==> src/sv/tccur_pkg.sv <==
`timescale 1ns / 1ps
// Shared types and constants for the text console cursor engine.
// No dependencies; imported by every module of the block.
package tccur_pkg;

    localparam int MAX_COLS = 128;
    localparam int MAX_ROWS = 64;
    localparam int COL_LIM  = (MAX_COLS < 128) ? MAX_COLS : 128;
    localparam int ROW_LIM  = (MAX_ROWS < 64) ? MAX_ROWS : 64;
    localparam int TAB_STOP = 4;

    // command codes
    localparam logic [2:0] CMD_CLEAR     = 3'd0;
    localparam logic [2:0] CMD_CURSOR    = 3'd1;
    localparam logic [2:0] CMD_GLYPH     = 3'd2;
    localparam logic [2:0] CMD_SCROLL    = 3'd3;
    localparam logic [2:0] CMD_CLEAR_ROW = 3'd4;

    // character codes
    localparam logic [7:0] CH_BACKSPACE = 8'd8;
    localparam logic [7:0] CH_TAB       = 8'd9;
    localparam logic [7:0] CH_NEWLINE   = 8'd10;
    localparam logic [7:0] CH_SPACE     = 8'd32;

    // configuration register indexes
    localparam logic [1:0] REG_COLUMNS        = 2'd0;
    localparam logic [1:0] REG_ROWS           = 2'd1;
    localparam logic [1:0] REG_CURSOR_VISIBLE = 2'd2;

    localparam int CFG_IDX_W  = 2;
    localparam int CFG_DATA_W = 8;

    typedef struct packed {
        logic [7:0]  char_code;
        logic [23:0] text_color;
    } t_in_word;

    typedef struct packed {
        logic [2:0]  command;
        logic [6:0]  cell_col;
        logic [5:0]  cell_row;
        logic [7:0]  glyph;
        logic [23:0] glyph_color;
        logic        last;
    } t_out_word;

    // datapath operation for the current cycle
    typedef enum logic [3:0] {
        OP_NONE,
        OP_CLEAR,
        OP_GLYPH,
        OP_SCROLL,
        OP_CLRROW,
        OP_SCUR,
        OP_PCUR,
        OP_ERASE,
        OP_FINAL
    } t_op;

    typedef struct packed {
        logic load;
        t_op  op;
    } t_ctl;

    typedef struct packed {
        logic out_free;
        logic is_nl;
        logic is_tab;
        logic is_bs;
        logic at_origin;
        logic at_last_col;
        logic at_last_row;
        logic tab_more;
    } t_sts;

endpackage

==> src/sv/text_console_cursor_engine_core.sv <==
`timescale 1ns / 1ps
// Text console cursor engine: one input word gives a run of 2 to 25 command words.
// The first command word (a cell clear) is registered from S_CLEAR, which follows the load.
// Command words leave the single output register at one per cycle while the output is not
// stalled; a word holds the sequencer from its load until its final command is registered.
// Reset (synchronous, active low): cursor to 0,0; columns 80, rows 25, cursor shown.
module text_console_cursor_engine_core import tccur_pkg::*; (
    input  logic                  i_clk,
    input  logic                  i_rst_n,
    input  logic                  i_in_valid,
    output logic                  o_in_stall,
    input  t_in_word              i_in_word,
    output logic                  o_out_valid,
    input  logic                  i_out_stall,
    output t_out_word             o_out_word,
    input  logic                  i_cfg_we,
    input  logic [CFG_IDX_W-1:0]  i_cfg_index,
    input  logic [CFG_DATA_W-1:0] i_cfg_data
);

    t_ctl ctl;
    t_sts sts;

    tccur_ctrl u_ctrl (
        .i_clk      (i_clk),
        .i_rst_n    (i_rst_n),
        .i_in_valid (i_in_valid),
        .i_sts      (sts),
        .o_ctl      (ctl),
        .o_in_stall (o_in_stall)
    );

    tccur_datapath u_dp (
        .i_clk       (i_clk),
        .i_rst_n     (i_rst_n),
        .i_ctl       (ctl),
        .o_sts       (sts),
        .i_in_word   (i_in_word),
        .i_cfg_we    (i_cfg_we),
        .i_cfg_index (i_cfg_index),
        .i_cfg_data  (i_cfg_data),
        .i_out_stall (i_out_stall),
        .o_out_valid (o_out_valid),
        .o_out_word  (o_out_word)
    );

    // a word is only loaded from idle, and its run opens with a cell clear
    a_load_then_clear: assert property (@(posedge i_clk) disable iff (!i_rst_n)
        ctl.load |=> (ctl.op == OP_CLEAR))
        else $error("run did not start with a cell clear");

    a_load_idle: assert property (@(posedge i_clk) disable iff (!i_rst_n)
        ctl.load |-> (ctl.op == OP_NONE) && !o_in_stall)
        else $error("word loaded while a run was active");

    a_glyph_fields: assert property (@(posedge i_clk) disable iff (!i_rst_n)
        (o_out_valid && (o_out_word.command != CMD_GLYPH)) |->
            (o_out_word.glyph == 8'd0) && (o_out_word.glyph_color == 24'd0))
        else $error("glyph fields set on a non-glyph command");

    a_last_ends_run: assert property (@(posedge i_clk) disable iff (!i_rst_n)
        (ctl.op == OP_FINAL) && sts.out_free |=> !o_in_stall)
        else $error("sequencer busy after final command");

endmodule

==> src/sv/tccur_ctrl.sv <==
`timescale 1ns / 1ps
// Sequencer for the cursor engine: steps through the command run of a word.
// Depends on tccur_pkg; drives tccur_datapath through t_ctl.
module tccur_ctrl import tccur_pkg::*; (
    input  logic i_clk,
    input  logic i_rst_n,
    input  logic i_in_valid,
    input  t_sts i_sts,
    output t_ctl o_ctl,
    output logic o_in_stall
);

    typedef enum logic [8:0] {
        S_IDLE   = 9'b000000001,
        S_CLEAR  = 9'b000000010,
        S_GLYPH  = 9'b000000100,
        S_SCROLL = 9'b000001000,
        S_CLRROW = 9'b000010000,
        S_SCUR   = 9'b000100000,
        S_PCUR   = 9'b001000000,
        S_ERASE  = 9'b010000000,
        S_FINAL  = 9'b100000000
    } t_state;

    t_state r_state, n_state;

    always_comb begin
        n_state    = r_state;
        o_ctl.load = 1'b0;
        o_ctl.op   = OP_NONE;
        unique case (r_state)
            S_IDLE: begin
                if (i_in_valid) begin
                    o_ctl.load = 1'b1;
                    n_state    = S_CLEAR;
                end
            end
            S_CLEAR: begin
                o_ctl.op = OP_CLEAR;
                if (i_sts.out_free) begin
                    if (i_sts.is_nl) begin
                        n_state = i_sts.at_last_row ? S_SCROLL : S_FINAL;
                    end else if (i_sts.is_bs) begin
                        n_state = i_sts.at_origin ? S_FINAL : S_ERASE;
                    end else begin
                        n_state = S_GLYPH;
                    end
                end
            end
            S_GLYPH: begin
                o_ctl.op = OP_GLYPH;
                if (i_sts.out_free) begin
                    n_state = (i_sts.at_last_col && i_sts.at_last_row) ? S_SCROLL : S_PCUR;
                end
            end
            S_SCROLL: begin
                o_ctl.op = OP_SCROLL;
                if (i_sts.out_free) n_state = S_CLRROW;
            end
            S_CLRROW: begin
                o_ctl.op = OP_CLRROW;
                if (i_sts.out_free) n_state = S_SCUR;
            end
            S_SCUR: begin
                o_ctl.op = OP_SCUR;
                if (i_sts.out_free) n_state = i_sts.is_nl ? S_FINAL : S_PCUR;
            end
            S_PCUR: begin
                o_ctl.op = OP_PCUR;
                if (i_sts.out_free) begin
                    n_state = (i_sts.is_tab && i_sts.tab_more) ? S_CLEAR : S_FINAL;
                end
            end
            S_ERASE: begin
                o_ctl.op = OP_ERASE;
                if (i_sts.out_free) n_state = S_FINAL;
            end
            S_FINAL: begin
                o_ctl.op = OP_FINAL;
                if (i_sts.out_free) n_state = S_IDLE;
            end
            default: n_state = S_IDLE;
        endcase
    end

    always_ff @(posedge i_clk) begin
        if (!i_rst_n) begin
            r_state <= S_IDLE;
        end else begin
            r_state <= n_state;
        end
    end

    assign o_in_stall = (r_state != S_IDLE);

endmodule

==> src/sv/tccur_datapath.sv <==
`timescale 1ns / 1ps
// Cursor position, screen configuration and the output word register.
// Depends on tccur_pkg; sequenced by tccur_ctrl.
module tccur_datapath import tccur_pkg::*; (
    input  logic                  i_clk,
    input  logic                  i_rst_n,
    input  t_ctl                  i_ctl,
    output t_sts                  o_sts,
    input  t_in_word              i_in_word,
    input  logic                  i_cfg_we,
    input  logic [CFG_IDX_W-1:0]  i_cfg_index,
    input  logic [CFG_DATA_W-1:0] i_cfg_data,
    input  logic                  i_out_stall,
    output logic                  o_out_valid,
    output t_out_word             o_out_word
);

    logic [7:0]  r_columns;
    logic [6:0]  r_rows;
    logic        r_cursor_vis;
    logic [6:0]  r_col, n_col;
    logic [5:0]  r_row, n_row;
    logic [2:0]  r_tab_cnt, n_tab_cnt;
    logic [7:0]  r_char;
    logic [23:0] r_color;
    logic        r_nl, r_tab, r_bs;
    logic        r_out_valid;
    t_out_word   r_out, n_out;

    logic [7:0] ncols;
    logic [6:0] nrows;
    logic [6:0] col_max, sat_col;
    logic [5:0] row_max, sat_row;
    logic       out_free, emit;
    logic [2:0] cursor_code;

    // clamp the screen size into the supported range
    always_comb begin
        ncols = r_columns;
        if (r_columns == 8'd0) ncols = 8'd1;
        else if (r_columns > 8'(COL_LIM)) ncols = 8'(COL_LIM);
        nrows = r_rows;
        if (r_rows == 7'd0) nrows = 7'd1;
        else if (r_rows > 7'(ROW_LIM)) nrows = 7'(ROW_LIM);
    end

    assign col_max = 7'(ncols - 8'd1);
    assign row_max = 6'(nrows - 7'd1);
    assign sat_col = (r_col > col_max) ? col_max : r_col;
    assign sat_row = (r_row > row_max) ? row_max : r_row;

    assign out_free    = !r_out_valid || !i_out_stall;
    assign emit        = out_free && (i_ctl.op != OP_NONE);
    assign cursor_code = r_cursor_vis ? CMD_CURSOR : CMD_CLEAR;

    assign o_sts.out_free    = out_free;
    assign o_sts.is_nl       = r_nl;
    assign o_sts.is_tab      = r_tab;
    assign o_sts.is_bs       = r_bs;
    assign o_sts.at_origin   = (r_col == 7'd0) && (r_row == 6'd0);
    assign o_sts.at_last_col = (r_col == col_max);
    assign o_sts.at_last_row = (r_row == row_max);
    assign o_sts.tab_more    = (r_tab_cnt > 3'd1);

    // next cursor and the word to load
    always_comb begin
        n_col     = r_col;
        n_row     = r_row;
        n_tab_cnt = r_tab_cnt;
        n_out     = '0;
        n_out.cell_col = r_col;
        n_out.cell_row = r_row;
        unique case (i_ctl.op)
            OP_CLEAR: begin
                n_out.command = CMD_CLEAR;
                if (r_nl) begin
                    // last row: the row stays, the scroll run follows
                    n_col = 7'd0;
                    if (r_row != row_max) n_row = r_row + 6'd1;
                end else if (r_bs) begin
                    if (r_col != 7'd0) begin
                        n_col = r_col - 7'd1;
                    end else if (r_row != 6'd0) begin
                        n_col = col_max;
                        n_row = r_row - 6'd1;
                    end
                end
            end
            OP_GLYPH: begin
                n_out.command     = CMD_GLYPH;
                n_out.glyph       = r_tab ? CH_SPACE : r_char;
                n_out.glyph_color = r_color;
                if (r_col == col_max) begin
                    n_col = 7'd0;
                    if (r_row != row_max) n_row = r_row + 6'd1;
                end else begin
                    n_col = r_col + 7'd1;
                end
            end
            OP_SCROLL: begin
                n_out.command  = CMD_SCROLL;
                n_out.cell_col = 7'd0;
                n_out.cell_row = 6'd0;
            end
            OP_CLRROW: begin
                n_out.command  = CMD_CLEAR_ROW;
                n_out.cell_col = 7'd0;
            end
            OP_SCUR: begin
                n_out.command = cursor_code;
            end
            OP_PCUR: begin
                n_out.command = cursor_code;
                if (r_tab) n_tab_cnt = r_tab_cnt - 3'd1;
            end
            OP_ERASE: begin
                n_out.command = CMD_CLEAR;
            end
            OP_FINAL: begin
                n_out.command = cursor_code;
                n_out.last    = 1'b1;
            end
            default: n_out.command = CMD_CLEAR;
        endcase
    end

    always_ff @(posedge i_clk) begin
        if (!i_rst_n) begin
            r_columns    <= 8'd80;
            r_rows       <= 7'd25;
            r_cursor_vis <= 1'b1;
        end else if (i_cfg_we) begin
            unique case (i_cfg_index)
                REG_COLUMNS:        r_columns    <= i_cfg_data;
                REG_ROWS:           r_rows       <= i_cfg_data[6:0];
                REG_CURSOR_VISIBLE: r_cursor_vis <= i_cfg_data[0];
                default: ;
            endcase
        end
    end

    always_ff @(posedge i_clk) begin
        if (!i_rst_n) begin
            r_col       <= '0;
            r_row       <= '0;
            r_out_valid <= 1'b0;
        end else begin
            if (i_ctl.load) begin
                // screen may have shrunk under the cursor
                r_col <= sat_col;
                r_row <= sat_row;
            end else if (emit) begin
                r_col <= n_col;
                r_row <= n_row;
            end
            if (emit) r_out_valid <= 1'b1;
            else if (!i_out_stall) r_out_valid <= 1'b0;
        end
    end

    always_ff @(posedge i_clk) begin
        if (i_ctl.load) begin
            r_char    <= i_in_word.char_code;
            r_color   <= i_in_word.text_color;
            r_nl      <= (i_in_word.char_code == CH_NEWLINE);
            r_tab     <= (i_in_word.char_code == CH_TAB);
            r_bs      <= (i_in_word.char_code == CH_BACKSPACE);
            r_tab_cnt <= 3'(TAB_STOP) - 3'(sat_col % TAB_STOP);
        end else if (emit) begin
            r_tab_cnt <= n_tab_cnt;
        end
        if (emit) r_out <= n_out;
    end

    assign o_out_valid = r_out_valid;
    assign o_out_word  = r_out;

endmodule

==> config.mk <==
export PLATFORM = sky130hd
export DESIGN_NAME = text_console_cursor_engine_core
export DESIGN_NICKNAME = d
export VERILOG_FILES = /design/src/sv/tccur_pkg.sv /design/src/sv/text_console_cursor_engine_core.sv /design/src/sv/tccur_ctrl.sv /design/src/sv/tccur_datapath.sv
export SDC_FILE = /design/constraint.sdc
export NUM_CORES = 1
export LEC_CHECK = 0
export ABC_AREA = 1
export CAP_MARGIN = 15
export CORE_AREA = 5 5 165 167
export CTS_CLUSTER_DIAMETER = 30
export DETAILED_ROUTE_END_ITERATION = 16
export DIE_AREA = 0 0 170 172
export DONT_BUFFER_PORTS = 1
export GPL_TIMING_DRIVEN = 0
export PLACE_DENSITY = 0.46
export SLEW_MARGIN = 20
export SYNTH_ARGS = -nofsm -noshare
export SYNTH_HDL_FRONTEND = slang
export SYNTH_SLANG_ARGS = --single-unit
==> constraint.sdc <==
create_clock -name i_clk -period 3.9 [get_ports i_clk]
set_input_delay 0.195 -clock i_clk [delete_from_list [all_inputs] [get_ports i_clk]]
set_output_delay 0.195 -clock i_clk [all_outputs]
set_load 0.02 [all_outputs]
* Word level (Yosys, flattened, before mapping)
Index checks and enable logic that the tools add are counted.
** Word-level totals
- Input port bits :: 47
- Register bits :: 126
- Output and inout bits :: 51
** Operators by class
- $add $sub $neg :: 8
- Eq/ne operators :: 42
- Bitwise gates (word level) :: 1
- Mux-type cells :: 53
- Order comparisons :: 5
- Reductions and logical operators :: 30
** Operators by type and width (number)
- 2-to-1 mux 9 bit :: 15
- case mux 9 bit (9 select lines) :: 1
- 2-to-1 mux 7 bit :: 11
- 2-to-1 mux 6 bit :: 12
- case mux 4 bit (8 select lines) :: 1
- equality test 8 x 4 -> 1 bit (second input constant) :: 3
- != test 2 x 1 -> 1 bit (second input constant) :: 11
- zero test 7 bit :: 2
- case mux 7 bit (2 select lines) :: 1
- subtractor 7 x 1 -> 7 bit (second input constant) :: 2
- equality test 4 x 3 -> 1 bit (second input constant) :: 3
- 2-to-1 mux 3 bit :: 4
- case mux 3 bit (4 select lines) :: 1
- case mux 6 bit (2 select lines) :: 1
- subtractor 6 x 1 -> 6 bit (second input constant) :: 2
- equality test 9 x 1 -> 1 bit (second input constant) :: 1
- equality test 9 x 2 -> 1 bit (second input constant) :: 1
- equality test 9 x 3 -> 1 bit (second input constant) :: 1
- equality test 9 x 4 -> 1 bit (second input constant) :: 1
- equality test 9 x 5 -> 1 bit (second input constant) :: 1
- equality test 9 x 6 -> 1 bit (second input constant) :: 1
- equality test 9 x 7 -> 1 bit (second input constant) :: 1
- equality test 9 x 8 -> 1 bit (second input constant) :: 1
- equality test 9 bit (second input constant) :: 1
- other kinds (44) :: 60

* Logic depth before layout (Yosys ltp)
- Word-level depth :: 11
- Mapped depth :: 24
- Depth with buffers taken out :: 24

* Hierarchy
From an unflattened synthesis, not the netlist that was laid out.
** Second synthesis, totals
- Cell total of the unflattened synthesis :: 752
- Area total of the unflattened synthesis :: 6568.8 um^2
** By module, submodules not included
- tccur_datapath :: area an instance 5810.6 um^2, times used 1, cells an instance 627
- tccur_ctrl :: area an instance 758.2 um^2, times used 1, cells an instance 125

* Least setup slack after synthesis
OpenSTA, ideal clock, no wires.
- Path type :: flip-flop to flip-flop
- Start :: register u_dp.r_columns[4]
- End :: register u_dp.r_tab_cnt[1], data pin
- Arrival time :: 2.627 ns
- Clock period less this slack :: 2.887 ns
- Setup time :: 0.260 ns
- Stages on the path, launching flop included :: 20
- Data required time :: 3.640 ns
- Setup slack :: 1.013 ns
- Cells stage by stage :: dfxtp_1 > nor2_1 > nand2_1 > nor2_1 > inv_1 > nand2_1 > inv_1 > ha_1 > nand2_1 > xnor2_1 > ha_1 > nand2_1 > nor2_1 > nand3_2 > buf_6 > nand3_1 > nand2_1 > ha_1 > nor2_1 > a21oi_1
** Between the ends
- Cells in the longest elaborated chain, start to end :: 8
- Elaborated cells between the ends (all ways) :: 9
- Those cells by class :: add/sub: 2; order compare: 2; mux: 4; reduce/logical: 1
** RTL lines
- start, declared :: RTL line tccur_datapath.sv:18 : logic [7:0] r_columns;
- start signal, assigned :: RTL line tccur_datapath.sv:134 : REG_COLUMNS: r_columns <= i_cfg_data;
- > comparator 8 bit :: RTL line tccur_datapath.sv:41 : else if (r_columns > 8'(COL_LIM)) ncols = 8'(COL_LIM);
- 2-to-1 mux 7 bit :: RTL line tccur_datapath.sv:41
- 2-to-1 mux 7 bit * :: RTL line tccur_datapath.sv:40 : if (r_columns == 8'd0) ncols = 8'd1;
- subtractor 7 x 1 -> 7 bit * :: RTL line tccur_datapath.sv:47 : assign col_max = 7'(ncols - 8'd1);
- > comparator 7 bit :: RTL line tccur_datapath.sv:49 : assign sat_col = (r_col > col_max) ? col_max : r_col;
- 2-to-1 mux 7 bit * :: RTL line tccur_datapath.sv:49
- subtractor 3 x 2 -> 3 bit * :: RTL line tccur_datapath.sv:168 : r_tab_cnt <= 3'(TAB_STOP) - 3'(sat_col % TAB_STOP);
- 2-to-1 mux 3 bit * :: RTL line tccur_datapath.sv:162 : if (i_ctl.load) begin
- end signal, assigned :: RTL line tccur_datapath.sv:168
- end signal, assigned :: RTL line tccur_datapath.sv:170 : r_tab_cnt <= n_tab_cnt;
- end, declared :: RTL line tccur_datapath.sv:23 : logic [2:0] r_tab_cnt, n_tab_cnt;
Mark *: on every way between the ends. The rest lies on a longest branch, timed or not. The select of a mux whose other input is x is not followed.
A chain may end at the register's enable or synchronous reset.

* Worst setup path in the final report
Same ends and word-level chain as after synthesis.

==> out/qor.csv <==
metric;value;unit
status;complete, no violations;
post-CTS setup buffer count;0;
CTS tree;built;
hpwl dp;12200;um
Final nets;839;
first-pass GRT wire length;26000;um
Post-synth EDFFs;87;
clock slew at reported path FFs;0.06;ns
TNS Setup;0;ns
sequential fraction of the synthesis area;53.9;%
# resized after CTS;0;
Max-slew headroom;39.0;%
Logic pwr share;34.5;%
crit path DAT;3.63;ns
iteration count of the initial detailed-routing pass;5;
Setup CP Type;flip-flop to flip-flop;
CP Max Fanout;10;
WL final;16600;um
Synth Register Bits;126;
Non-Filler Instances;1119;
Initial Util;24.6;%
# setup viols final;0;
CP Launch Type;flip-flop;
grt ovf;0;
vias in the first global route;4740;
ANT cells;0;
Clock Path Buffers;2;
crit path time final;3.46;ns
cell taking the most area after synthesis;edfxtp_1;
post-synthesis area per instance;8.87;um2
Hold-fix buffers, CTS;41;
# H-tree levels;4;
FFs w/ async S/R, synth;0;%
Post-synth top cells;113 x nand2_1, 110 x inv_1, 110 x nor2_1;
placed insts;1047;
Routed Antenna Nets;0;
fill count;2692;
Max Slew Vio Count;0;
# IOs;98;
P&R area growth vs syn;22.4;%
Area contributors post-synth;edfxtp_1 41%, dfxtp_1 12%, nand2_1 6.7%, inv_1 6.6%, nor2_1 6.6%;
DIE HEIGHT;172;um
Final GP Congestion;0.819;
Internal Power;3.36;mW
sw frac;39.6;%
Core Region;25600;um2
critical path's slowest cell;dfxtp_1;
worst r2r src;u_dp.r_columns[4];
fin worst setup slack;0.437;ns
WHS Endpoint;u_dp.r_cursor_vis;
largest net degree at the start of global routing;34;
crit-path max cell delay;0.35;ns
Worst Skew;0.0119;ns
clock root buffer;clkbuf_16;
share of the synthesized area in the top cell type;41.5;%
top-count cell post-synth;nand2_1;
Leakage;3.22;nW
cells on worst reg2reg path;23;
Die W;170;um
Reg power frac;38.9;%
Worst Max-Slew Pin Slew;0.908;ns
Syn Inst Count;710;
dpl ws;0.473;ns
Skew-Pair Late Insertion Delay;0.42;ns
Worst IR Drop VDD;0.000256;V
layout cells sized above 1;8.04;%
Clk pwr share;26.6;%
switching pwr;2.21;mW
die area;29200;um2
maximum clock rate;289;MHz
total track usage;11.5;%
IO Port Bufs;0;
vias;4853;
P per Cell Area;723;nW/um2
Critical Path Sink Type;flip-flop;
register area;3390;um2
Tot Pwr;5.57;mW
max cap viols;0;
CP Cell Sequence;nor2_1 > nand2_1 > nor2_1 > inv_1 > nand2_1 > inv_1 > ha_1 > nand2_1 > inv_1 > nand2_1 > o21ai_0 > nand2_1 > nand2_1 > nand2_1 > inv_1 > nor2_2 > nand3_2 > buf_6 > nand3_1 > nand2_1 > ha_1 > nor2_1 > a21oi_1;
flop2flop setup slack;0.44;ns
reg2reg end;u_dp.r_tab_cnt[1];
First DRT Iteration DRCs;246;
Post-route DRC;0;
placed inst area;6760;um2
Req. time, crit path;4.06;ns
multi-input logic area;2400;um2
Hold Path Stages;2;
number of CTS-inserted buffers;17;
HP Start;i_cfg_index[1];
initial antenna violation count;0;
Yosys cell types;43;
RSZ-0062 raised after global routing;no;
period utilisation layout;88.8;%
row count;59;
Synthesized Nets;777;
CTS Sinks;126;
WL per Instance;14.8;um
critical path's most frequent cell;nand2_1;
Synth warnings;0;
Final Cell Area;7710;um2
Fin. Hold Viols;0;
Via density;4.34;
Post-synth top flop;edfxtp_1;
hold crit path type;primary input to flip-flop;
Cell Area, Synth;6300;um2
-- critical path: cells and delay by family, from the launching register on --
kind | cells | cell delay [ns]
AO/OA/AOI/OAI | 2 | 0.17
adder cells (fa/ha/maj) | 2 | 0.50
buffers and inverters | 5 | 0.52
flip-flops | 1 | 0.35
AND/OR/NAND/NOR | 14 | 1.67
-- power by group through the flow --
stage          combinational, mW  clock (mW)  sequential (mW)
2_1_floorplan               1.42           0             2.14
3_3_place_gp                1.85           0             2.22
3_5_place_dp                1.90           0             2.20
4_1_cts                     1.95        1.53             2.18
5_1_grt                     2.20        1.59             2.21
6_report                    1.92        1.48             2.17
-- metrics by stage --
| stage | util, % | hold WS (ns) |
|---|---|---|
| 4_1_cts | 30.1 | 0.00481 |
| 2_1_floorplan | - | 0.294 |
| 6_report | 30.1 | 0.0228 |
| 5_1_grt | 30.1 | 0.0194 |
| 3_3_place_gp | 26.2 | 0.294 |
| 3_5_place_dp | 26.4 | 0.294 |
-- flip-flops by register name, summed over array words and instances (netlist names) --
| name | count |
|---|---|
| u_ctrl.r_state | 9 |
| u_dp.r_nl | 1 |
| u_dp.r_columns | 8 |
| u_dp.o_out_valid | 1 |
| u_dp.r_col | 7 |
| u_dp.r_cursor_vis | 1 |
| u_dp.r_row | 6 |
| u_dp.r_tab_cnt | 3 |
| u_dp.r_char | 8 |
| u_dp.r_bs | 1 |
| u_dp.o_out_word | 49 |
| u_dp.r_rows | 7 |
| u_dp.r_tab | 1 |
| u_dp.r_color | 24 |
-- layout by cell type, fill, tap and decap left out, drive strengths merged, types with 2 or more instances in the layout --
master,count
buf,7
clkinv,8
a21oi,34
nand4,11
o2111ai,2
xnor2,4
nand3,41
o21ai,54
inv,118
clkbuf,24
nand2,120
ha,20
dfxtp,39
dlygate4sd3,41
o211ai,5
nor2,114
clkinvlp,2
nand3b,4
o22ai,2
o31ai,3
xor2,13
edfxtp,87
nor3,17
nor4,4
-- logic make-up (layout without fill, tap and decap cells) --
| family | after synthesis | after routing | share of synthesized area (%) |
|---|---|---|---|
| simple gates | 315 | 315 | 22.4 |
| buf+inv | 127 | 201 | 8.07 |
| flops | 126 | 126 | 53.9 |
| compound gates | 105 | 105 | 9.32 |
| fa+ha+maj | 20 | 20 | 3.97 |
| xor+xnor | 17 | 17 | 2.36 |
-- cell type report --
type / instances / share of cell area [%]
multi-input cells: 457 / 31.1
plain buffers: 12 / 0.990
repair buffers: 43 / 5.84
clock inverters: 14 / 1.52
flip-flops and latches: 126 / 44.0
inverters: 115 / 5.61
well taps: 335 / 5.43
clock buffers: 17 / 5.52
-- metal layers --
layer	wire length [um]	vias up	GRT usage [%]	part of all wire (%)
li1	-	2480	-	-
met2	7660	132	18.8	46
met3	1040	16	3.36	6.3
met1	7630	2225	14.7	46
met4	261	0	3.68	1.6
met5	0	-	0	0
-- worst max path at each step --
stage | to | depth (start not counted) | from
floorplan | u_dp.r_tab_cnt[1] | 19 | u_dp.r_columns[4]
global placement | u_dp.r_col[6] | 11 | u_ctrl.r_state[7]
detailed placement | u_dp.r_row[0] | 21 | u_dp.r_rows[1]
CTS | u_dp.r_tab_cnt[1] | 23 | u_dp.r_columns[4]
global route | u_dp.r_tab_cnt[1] | 23 | u_dp.r_columns[4]
finish | u_dp.r_tab_cnt[1] | 23 | u_dp.r_columns[4]
Note: power is estimated with default switching activity, not from simulation.
